--- src/design/scd_pkg.sv ---
// Shared types and constants for the step cadence detector.
// Used by every module in the design folder; depends on nothing else.
`timescale 1ns / 1ps

package scd_pkg;

    // Field widths
    localparam int AccelW   = 16;
    localparam int TimeW    = 48;
    localparam int SqW      = 31;
    localparam int MagW     = 32;
    localparam int TallyW   = 8;
    localparam int CadenceW = 16;
    localparam int SpeedW   = 18;

    // Configuration register widths
    localparam int ThrW     = 32;
    localparam int GapW     = 24;
    localparam int WinW     = 28;
    localparam int CpsW     = 8;
    localparam int SpsW     = 10;
    localparam int CfgIdxW  = 3;
    localparam int CfgDataW = 32;

    // Configuration register indexes
    typedef enum logic [CfgIdxW-1:0] {
        CFG_MAG_THR    = 3'd0,
        CFG_STEP_GAP   = 3'd1,
        CFG_WINDOW_LEN = 3'd2,
        CFG_CADENCE    = 3'd3,
        CFG_SPEED      = 3'd4
    } cfg_idx_t;

    // Reset values of the configuration registers
    localparam logic [ThrW-1:0] MagThrReset    = 32'd355005890;
    localparam logic [GapW-1:0] StepGapReset   = 24'd300000;
    localparam logic [WinW-1:0] WindowLenReset = 28'd3000000;
    localparam logic [CpsW-1:0] CadenceReset   = 8'd20;
    localparam logic [SpsW-1:0] SpeedReset     = 10'd250;

    localparam logic [TallyW-1:0] TallyMax = 8'hFF;

    // One accelerometer sample
    typedef struct packed {
        logic signed [AccelW-1:0] x;
        logic signed [AccelW-1:0] y;
        logic signed [AccelW-1:0] z;
        logic [TimeW-1:0]         time_us;
    } sample_t;

    // Magnitude test result travelling to the step tracker
    typedef struct packed {
        logic             hit;
        logic [TimeW-1:0] time_us;
    } mag_t;

    // Step and window decision travelling to the scaler
    typedef struct packed {
        logic              step_seen;
        logic              window_done;
        logic [TallyW-1:0] window_steps;
    } decision_t;

    // Tracker state made visible to the top level
    typedef struct packed {
        logic [TallyW-1:0] tally;
        logic              started;
    } tracker_status_t;

endpackage

--- src/design/step_cadence_detector.sv ---
// Step cadence detector: top level with input register and configuration registers.
// Depends on scd_pkg, scd_magnitude, scd_tracker and scd_scaler.
//
// Usage
//   Samples enter on the s_axis channel, one word per sample, and every
//   sample gives exactly one result word on the m_axis channel, in order.
//   The result carries the step flag and, when the cadence window closed on
//   that sample, the window's step count, cadence and speed.
//   Registers are written through cfg_we / cfg_index / cfg_data while no
//   sample is in flight; writes to an unknown index are ignored.
// Timing
//   Five register stages: input, square, magnitude, decision and result.
//   One sample per cycle is taken in steady state while m_axis is not stalled;
//   the step and window state is updated in a single stage, so consecutive
//   samples need no gap.
// Reset and stalls
//   Reset empties the pipeline, clears the tally and timestamps, marks the
//   window as not yet opened and loads the default register values.
//   When m_axis_tready is low with a result waiting, the whole pipeline
//   holds and s_axis_tready falls in the same cycle.
`timescale 1ns / 1ps

module step_cadence_detector
(
    input  logic                              clk,
    input  logic                              rst_n,
    // x[15:0], y[31:16], z[47:32], time_us[95:48]
    input  logic [95:0]                       s_axis_tdata,
    input  logic                              s_axis_tvalid,
    output logic                              s_axis_tready,
    // step_seen[0], window_steps[8:1], cadence_rate[24:9], speed_mm_s[42:25], zero fill
    output logic [47:0]                       m_axis_tdata,
    // window_done[0]
    output logic [0:0]                        m_axis_tuser,
    output logic                              m_axis_tvalid,
    input  logic                              m_axis_tready,
    input  logic                              cfg_we,
    input  logic [scd_pkg::CfgIdxW-1:0]       cfg_index,
    input  logic [scd_pkg::CfgDataW-1:0]      cfg_data
);

    logic                          en;
    logic                          in_valid_reg;
    scd_pkg::sample_t              sample_reg;
    scd_pkg::sample_t              sample_next;

    logic [scd_pkg::ThrW-1:0]      mag_thr_reg;
    logic [scd_pkg::GapW-1:0]      step_gap_reg;
    logic [scd_pkg::WinW-1:0]      window_len_reg;
    logic [scd_pkg::CpsW-1:0]      cadence_reg;
    logic [scd_pkg::SpsW-1:0]      speed_reg;

    logic                          mag_valid;
    scd_pkg::mag_t                 mag;
    logic                          dec_valid;
    scd_pkg::decision_t            decision;
    scd_pkg::tracker_status_t      status;

    logic                          step_seen;
    logic                          window_done;
    logic [scd_pkg::TallyW-1:0]    window_steps;
    logic [scd_pkg::CadenceW-1:0]  cadence_rate;
    logic [scd_pkg::SpeedW-1:0]    speed_mm_s;

    // The pipeline moves whenever the result register is free or being taken
    assign en            = !m_axis_tvalid || m_axis_tready;
    assign s_axis_tready = en;

    // Unpack the incoming word
    always_comb
    begin
        sample_next.x       = s_axis_tdata[15:0];
        sample_next.y       = s_axis_tdata[31:16];
        sample_next.z       = s_axis_tdata[47:32];
        sample_next.time_us = s_axis_tdata[95:48];
    end

    // Input register
    always_ff @(posedge clk or negedge rst_n)
    begin
        if (!rst_n)
        begin
            in_valid_reg <= 1'b0;
        end
        else if (en)
        begin
            in_valid_reg <= s_axis_tvalid;
        end
    end

    always_ff @(posedge clk)
    begin
        if (en)
        begin
            sample_reg <= sample_next;
        end
    end

    // Configuration registers
    always_ff @(posedge clk or negedge rst_n)
    begin
        if (!rst_n)
        begin
            mag_thr_reg    <= scd_pkg::MagThrReset;
            step_gap_reg   <= scd_pkg::StepGapReset;
            window_len_reg <= scd_pkg::WindowLenReset;
            cadence_reg    <= scd_pkg::CadenceReset;
            speed_reg      <= scd_pkg::SpeedReset;
        end
        else if (cfg_we)
        begin
            case (scd_pkg::cfg_idx_t'(cfg_index))
                scd_pkg::CFG_MAG_THR:    mag_thr_reg    <= cfg_data[scd_pkg::ThrW-1:0];
                scd_pkg::CFG_STEP_GAP:   step_gap_reg   <= cfg_data[scd_pkg::GapW-1:0];
                scd_pkg::CFG_WINDOW_LEN: window_len_reg <= cfg_data[scd_pkg::WinW-1:0];
                scd_pkg::CFG_CADENCE:    cadence_reg    <= cfg_data[scd_pkg::CpsW-1:0];
                scd_pkg::CFG_SPEED:      speed_reg      <= cfg_data[scd_pkg::SpsW-1:0];
                default:                 ;
            endcase
        end
    end

    scd_magnitude u_magnitude
    (
        .clk       (clk),
        .rst_n     (rst_n),
        .en        (en),
        .in_valid  (in_valid_reg),
        .sample    (sample_reg),
        .mag_thr   (mag_thr_reg),
        .out_valid (mag_valid),
        .mag       (mag)
    );

    scd_tracker u_tracker
    (
        .clk        (clk),
        .rst_n      (rst_n),
        .en         (en),
        .in_valid   (mag_valid),
        .mag        (mag),
        .step_gap   (step_gap_reg),
        .window_len (window_len_reg),
        .out_valid  (dec_valid),
        .decision   (decision),
        .status     (status)
    );

    scd_scaler u_scaler
    (
        .clk              (clk),
        .rst_n            (rst_n),
        .en               (en),
        .in_valid         (dec_valid),
        .decision         (decision),
        .cadence_per_step (cadence_reg),
        .speed_per_step   (speed_reg),
        .out_valid        (m_axis_tvalid),
        .step_seen        (step_seen),
        .window_done      (window_done),
        .window_steps     (window_steps),
        .cadence_rate     (cadence_rate),
        .speed_mm_s       (speed_mm_s)
    );

    // Pack the result word
    assign m_axis_tdata = {5'd0, speed_mm_s, cadence_rate, window_steps, step_seen};
    assign m_axis_tuser = window_done;

    // An open window reports no counts
    assert property (@(posedge clk) disable iff (!rst_n)
        (m_axis_tvalid && !m_axis_tuser[0]) |-> (m_axis_tdata[42:1] == '0))
        else $error("window counts present without a window close");

    // The tally only grows by one step at a time or is cleared
    assert property (@(posedge clk) disable iff (!rst_n)
        (status.tally != $past(status.tally)) |->
        ((status.tally == '0) || (status.tally == $past(status.tally) + 1'b1)))
        else $error("step tally jumped");

    // Once opened, the cadence window stays open until reset
    assert property (@(posedge clk) disable iff (!rst_n)
        $past(status.started) |-> status.started)
        else $error("cadence window lost its start");

endmodule

--- src/design/scd_magnitude.sv ---
// Squared magnitude of a sample and its compare against the threshold.
// Two register stages; depends on scd_pkg.
`timescale 1ns / 1ps

module scd_magnitude
(
    input  logic                          clk,
    input  logic                          rst_n,
    input  logic                          en,
    input  logic                          in_valid,
    input  scd_pkg::sample_t              sample,
    input  logic [scd_pkg::ThrW-1:0]      mag_thr,
    output logic                          out_valid,
    output scd_pkg::mag_t                 mag
);

    logic                         sq_valid_reg;
    logic [scd_pkg::SqW-1:0]      sq_x_reg;
    logic [scd_pkg::SqW-1:0]      sq_y_reg;
    logic [scd_pkg::SqW-1:0]      sq_z_reg;
    logic [scd_pkg::TimeW-1:0]    sq_time_reg;
    logic [scd_pkg::SqW-1:0]      sq_x_next;
    logic [scd_pkg::SqW-1:0]      sq_y_next;
    logic [scd_pkg::SqW-1:0]      sq_z_next;
    logic signed [2*scd_pkg::AccelW-1:0] prod_x;
    logic signed [2*scd_pkg::AccelW-1:0] prod_y;
    logic signed [2*scd_pkg::AccelW-1:0] prod_z;
    logic [scd_pkg::MagW-1:0]     mag_sq;
    logic                         mag_valid_reg;
    scd_pkg::mag_t                mag_reg;
    scd_pkg::mag_t                mag_next;

    // Squares are never negative and stay below 2^31
    always_comb
    begin
        prod_x    = sample.x * sample.x;
        prod_y    = sample.y * sample.y;
        prod_z    = sample.z * sample.z;
        sq_x_next = prod_x[scd_pkg::SqW-1:0];
        sq_y_next = prod_y[scd_pkg::SqW-1:0];
        sq_z_next = prod_z[scd_pkg::SqW-1:0];
    end

    // The sum of three squares fits in 32 bits
    always_comb
    begin
        mag_sq = scd_pkg::MagW'(sq_x_reg) + scd_pkg::MagW'(sq_y_reg)
               + scd_pkg::MagW'(sq_z_reg);
        mag_next.hit     = mag_sq > mag_thr;
        mag_next.time_us = sq_time_reg;
    end

    // Stage valid bits
    always_ff @(posedge clk or negedge rst_n)
    begin
        if (!rst_n)
        begin
            sq_valid_reg  <= 1'b0;
            mag_valid_reg <= 1'b0;
        end
        else if (en)
        begin
            sq_valid_reg  <= in_valid;
            mag_valid_reg <= sq_valid_reg;
        end
    end

    // Stage payloads
    always_ff @(posedge clk)
    begin
        if (en)
        begin
            sq_x_reg    <= sq_x_next;
            sq_y_reg    <= sq_y_next;
            sq_z_reg    <= sq_z_next;
            sq_time_reg <= sample.time_us;
            mag_reg     <= mag_next;
        end
    end

    assign out_valid = mag_valid_reg;
    assign mag       = mag_reg;

endmodule

--- src/design/scd_tracker.sv ---
// Step detection, step tally and cadence window tracking.
// Holds the running state of the block; depends on scd_pkg.
`timescale 1ns / 1ps

module scd_tracker
(
    input  logic                          clk,
    input  logic                          rst_n,
    input  logic                          en,
    input  logic                          in_valid,
    input  scd_pkg::mag_t                 mag,
    input  logic [scd_pkg::GapW-1:0]      step_gap,
    input  logic [scd_pkg::WinW-1:0]      window_len,
    output logic                          out_valid,
    output scd_pkg::decision_t            decision,
    output scd_pkg::tracker_status_t      status
);

    logic [scd_pkg::TallyW-1:0] tally_reg;
    logic [scd_pkg::TallyW-1:0] tally_next;
    logic [scd_pkg::TimeW-1:0]  last_step_reg;
    logic [scd_pkg::TimeW-1:0]  last_step_next;
    logic [scd_pkg::TimeW-1:0]  open_time_reg;
    logic [scd_pkg::TimeW-1:0]  open_time_next;
    logic                       started_reg;
    logic                       dec_valid_reg;
    scd_pkg::decision_t         dec_reg;
    scd_pkg::decision_t         dec_next;

    logic [scd_pkg::TimeW-1:0]  now;
    logic [scd_pkg::TimeW-1:0]  open_eff;
    logic [scd_pkg::TimeW-1:0]  since_step;
    logic [scd_pkg::TimeW-1:0]  since_open;
    logic [scd_pkg::TallyW-1:0] tally_inc;
    logic                       step;
    logic                       done;

    // Elapsed times are clamped at zero when the clock goes backwards
    always_comb
    begin
        now        = mag.time_us;
        open_eff   = started_reg ? open_time_reg : now;
        since_step = (now >= last_step_reg) ? (now - last_step_reg) : '0;
        since_open = (now >= open_eff) ? (now - open_eff) : '0;
        step       = mag.hit && (since_step > scd_pkg::TimeW'(step_gap));
        done       = since_open > scd_pkg::TimeW'(window_len);
        tally_inc  = (step && (tally_reg != scd_pkg::TallyMax))
                   ? tally_reg + 1'b1 : tally_reg;

        last_step_next = step ? now : last_step_reg;
        open_time_next = done ? now : open_eff;
        tally_next     = done ? '0 : tally_inc;

        dec_next.step_seen    = step;
        dec_next.window_done  = done;
        dec_next.window_steps = done ? tally_inc : '0;
    end

    // Running state advances once per sample
    always_ff @(posedge clk or negedge rst_n)
    begin
        if (!rst_n)
        begin
            tally_reg     <= '0;
            last_step_reg <= '0;
            open_time_reg <= '0;
            started_reg   <= 1'b0;
            dec_valid_reg <= 1'b0;
        end
        else if (en)
        begin
            dec_valid_reg <= in_valid;
            if (in_valid)
            begin
                tally_reg     <= tally_next;
                last_step_reg <= last_step_next;
                open_time_reg <= open_time_next;
                started_reg   <= 1'b1;
            end
        end
    end

    // Decision word for the scaler
    always_ff @(posedge clk)
    begin
        if (en)
        begin
            dec_reg <= dec_next;
        end
    end

    assign out_valid      = dec_valid_reg;
    assign decision       = dec_reg;
    assign status.tally   = tally_reg;
    assign status.started = started_reg;

endmodule

--- src/design/scd_scaler.sv ---
// Cadence and speed from the closed window's step count, and the result register.
// Depends on scd_pkg.
`timescale 1ns / 1ps

module scd_scaler
(
    input  logic                            clk,
    input  logic                            rst_n,
    input  logic                            en,
    input  logic                            in_valid,
    input  scd_pkg::decision_t              decision,
    input  logic [scd_pkg::CpsW-1:0]        cadence_per_step,
    input  logic [scd_pkg::SpsW-1:0]        speed_per_step,
    output logic                            out_valid,
    output logic                            step_seen,
    output logic                            window_done,
    output logic [scd_pkg::TallyW-1:0]      window_steps,
    output logic [scd_pkg::CadenceW-1:0]    cadence_rate,
    output logic [scd_pkg::SpeedW-1:0]      speed_mm_s
);

    logic                             res_valid_reg;
    scd_pkg::decision_t               res_dec_reg;
    logic [scd_pkg::CadenceW-1:0]     cadence_reg;
    logic [scd_pkg::CadenceW-1:0]     cadence_next;
    logic [scd_pkg::SpeedW-1:0]       speed_reg;
    logic [scd_pkg::SpeedW-1:0]       speed_next;

    // Products fit their fields exactly
    always_comb
    begin
        cadence_next = scd_pkg::CadenceW'(decision.window_steps)
                     * scd_pkg::CadenceW'(cadence_per_step);
        speed_next   = scd_pkg::SpeedW'(decision.window_steps)
                     * scd_pkg::SpeedW'(speed_per_step);
    end

    always_ff @(posedge clk or negedge rst_n)
    begin
        if (!rst_n)
        begin
            res_valid_reg <= 1'b0;
        end
        else if (en)
        begin
            res_valid_reg <= in_valid;
        end
    end

    always_ff @(posedge clk)
    begin
        if (en)
        begin
            res_dec_reg <= decision;
            cadence_reg <= cadence_next;
            speed_reg   <= speed_next;
        end
    end

    assign out_valid    = res_valid_reg;
    assign step_seen    = res_dec_reg.step_seen;
    assign window_done  = res_dec_reg.window_done;
    assign window_steps = res_dec_reg.window_steps;
    assign cadence_rate = cadence_reg;
    assign speed_mm_s   = speed_reg;

endmodule

--- config.mk ---
export PLATFORM = sky130hd
export DESIGN_NAME = step_cadence_detector
export DESIGN_NICKNAME = d
export VERILOG_FILES = /design/src/design/scd_pkg.sv /design/src/design/step_cadence_detector.sv /design/src/design/scd_magnitude.sv /design/src/design/scd_tracker.sv /design/src/design/scd_scaler.sv
export SDC_FILE = /design/constraint.sdc
export NUM_CORES = 2
export LEC_CHECK = 0
export BUFFER_PORTS_ARGS = -buffer_cell sky130_fd_sc_hd__buf_4
export CORE_AREA = 2 2 415 417
export DETAILED_ROUTE_END_ITERATION = 8
export DIE_AREA = 0 0 417 419
export MAX_ROUTING_LAYER = met4
export SYNTH_ARGS = -nofsm -noshare
export SYNTH_HDL_FRONTEND = slang
export SYNTH_SLANG_ARGS = --single-unit
--- constraint.sdc ---
create_clock -name clk -period 15.7 [get_ports clk]
set_input_delay 1.57 -clock clk [delete_from_list [all_inputs] [get_ports clk]]
set_output_delay 1.57 -clock clk [all_outputs]
set_load 0.01 [all_outputs]
==> results by group <==
STA
  – Final setup viols: 0
  – Slew headroom: between 20% and 30%
  – Setup_tns: 0 ns
  – Measured slew at the worst slew-check pin: between 1 and 1.5 ns
  – Count of final hold-check violations: 0
  – Max Freq: 106.1 MHz
  – RSZ-0062 raised after global routing: false
  – Final worst path period share: 60.01%
  – Max Clock Skew: 0.03297 ns
  – Max-slew violations: 0
  – Fin crit period: 9.421 ns

Final layout
  – Area Overhead vs Synth: 10.81%
  – Max reg flops: 96
  – Commonest non-fill, non-tap cell in the layout: inv_1
  – Fill cell count: 16.72k
  – Layout cell share with drive strength beyond 1: 8.814%
  – Most frequent cells in the layout: inv_1, fa_1, ha_1, nand2_1, edfxtp_1
  – Layout Nets: 7459

Critical path
  – Register-to-register setup slack: 6.28 ns
  – Worst reg2reg path startpoint: u_tracker.started_reg
  – Critical Path Start Type: flip-flop
  – Crit path kind: reg2reg
  – CP Max Fanout: 51
  – Reg2reg path depth: 30
  – R2r endpoint: u_tracker.open_time_reg[32]
  – Worst EP arrival: 9.98 ns
  – Max stage delay on crit path: 0.72 ns
  – Critical path required time: 16.25 ns
  – CP endpoint kind: flip-flop
  – Slowest-stage cell, CP: a41o_1

Global routing
  – Total GRT Usage: 17.29%
  – GRT Residual Overflow: 0
  – First-pass GRT wire length: 233100 um
  – Initial antenna violation count: 13
  – Largest net degree at the start of global routing: 97
  – Vias in the first global route: roughly 43k

Clock tree
  – Clk slew on worst S/H paths: 0.06 ns
  – Clk sinks: 549
  – Clock root cell: clkbuf_16
  – Post-cts sizing count: 0
  – Max clock buf depth: 3
  – Clock Latency Late Sink: 0.69 ns
  – CTS tree: done
  – CTS Hold Bufs: 0
  – H-tree level count: 3
  – CTS buffer count: 75
  – Post-CTS Setup Repair Bufs: 0

Logic synthesis
  – Register area share after synthesis: around a quarter
  – Leading post-synthesis cells by cell area: fa_1, edfxtp_1, ha_1, inv_1, dfrtp_1
  – Synth area leader: fa_1
  – Main flop type after synthesis: edfxtp_1
  – Syn Std Cell Area: 0.05939 mm^2
  – Cells after synthesis: approximately 6k
  – Warnings, synthesis: 0
  – Netlist cell types: 88
  – Async set or reset register ratio after synthesis: 38.62%
  – Top-area cell type share of the netlist area: 27.64%
  – Number of synthesized flops with an enable pin: approximately 340
  – #FFs+latches synth: 549
  – Mean Syn Cell Area: slightly above 10 um^2

Placed design
  – Global placement routability congestion: 0.8782
  – Port bufs: 181
  – Placed wire-length estimate: about 110000 um

Hold path
  – Hold path start: u_magnitude.sq_time_reg[8]
  – Hold Crit Class: reg2reg
  – Hold Crit Depth: 0
  – Hold Path End: u_magnitude.mag[8]

Floorplanning
  – Area of the core: 0.1706 mm^2
  – Initial core utilization: 34.81%
  – Die ar.: around 0.17 mm^2
  – Core Rows: 152
  – I/O Pins: 187
  – Die width: 417 um
  – Height of the die: 419 um

Route
  – Iteration-0 DRC Markers: between 2k and 2.5k
  – First-pass iteration count of the detailed router: 6
  – Final wirelength: about 140000 um
  – Wire per inst: 17.17 um
  – Post-route ant nets: 0
  – Vias/cell: 4.819
  – Remaining DRCs: 0
  – Via count: ~40k

Outcome
  – Outcome: complete, no violations

Run
  – Max_cap viols: 0
-- critical path, delay by kind of cell (launching register included) --
family / cells / cell delay (ns)
buf+inv: 4 / 1.47
compound gates: 17 / 4.86
mux: 1 / 0.35
flops: 1 / 0.34
fa+ha+maj: 3 / 0.93
simple gates: 5 / 1.24
-- cell usage after synthesis (11+ instances only) --
library cell and number:
or2_2 15, ha_1 529, dfstp_2 40, mux2_4 20, dfrtp_1 172, nor2_1 264
inv_1 1198, xor2_1 68, or3_1 18, nor3_1 53, o22ai_1 11, a21oi_1 248
clkbuf_1 140, mux2i_1 51, a31oi_1 22, nor4_1 16, nor2b_1 47, nand4_1 57
fa_1 820, nand2_1 462, a21o_1 96, and2_1 240, nand2b_1 62, o211ai_1 17
and3_1 31, o21a_1 40, o21ai_0 208, xnor2_1 169, edfxtp_1 337, nand3_1 49
a211oi_1 22, o31ai_1 14, mux2_2 99, o21bai_1 31
-- how the worst max path moves through the flow --
| stage | startpoint | to | slack, ns | cells past startpoint |
|---|---|---|---|---|
| global route | u_tracker.started_reg | u_tracker.open_time_reg[31] | 5.56 | 31 |
| finish | u_tracker.started_reg | u_tracker.open_time_reg[32] | 6.28 | 30 |
| CTS | u_tracker.started_reg | u_tracker.open_time_reg[32] | 6.26 | 30 |
| global placement | u_tracker.started_reg | u_tracker.open_time_reg[32] | 6.42 | 31 |
| floorplan | m_axis_tready | u_tracker.open_time_reg[13] | 1.44 | 7 |
| detailed placement | u_tracker.started_reg | u_tracker.open_time_reg[32] | 6.32 | 30 |
-- logic make-up after synthesis --
group	after synthesis	synth area share [%]
flops	549	26.06
compound gates	812	8.513
buf+inv	1368	8.785
other cells	2	0.01264
xor+xnor	237	3.495
mux	172	3.280
fa+ha+maj	1349	38.78
simple gates	1350	11.07
-- area by class of cell --
type | instances | area [um^2] | area share (%)
multi-input cells | 3928 | 38770 | 58.91
flip-flops and latches | 549 | 15480 | 23.51
inverters | 1198 | 4497 | 6.833
well taps | 2233 | 2794 | 4.245
clock buffers | 101 | 2118 | 3.219
repair buffers | 222 | 1674 | 2.544
clock inverters | 38 | 473.0 | 0.7186
diodes | 5 | 12.51 | 0.01901
-- per-layer routing --
layer	part of all wire (%)	track usage [%]	up-vias
met2	50	29.70	607
met1	44	21.31	20020
met3	3.2	2.152	196
met5	0	-	-
li1	-	-	19050
met4	3.0	5.134	0
-- per-stage QoR --
step	std cells	setup slack (ns)	instance area, um^2	util (%)	hold WS, ns
detailed placement	8130	6.316	63210	37.05	0.4045
global placement	8130	6.424	63210	37.05	0.4037
CTS	8269	6.262	65800	38.57	0.4123
floorplan	5845	1.435	59410	-	0.4003
finish	8274	6.279	65810	38.58	0.4155
global route	8273	5.562	65810	38.58	0.4177
Power is not shown: default switching activity piles up to over one toggle a cycle in this logic, so the estimate is an artifact.
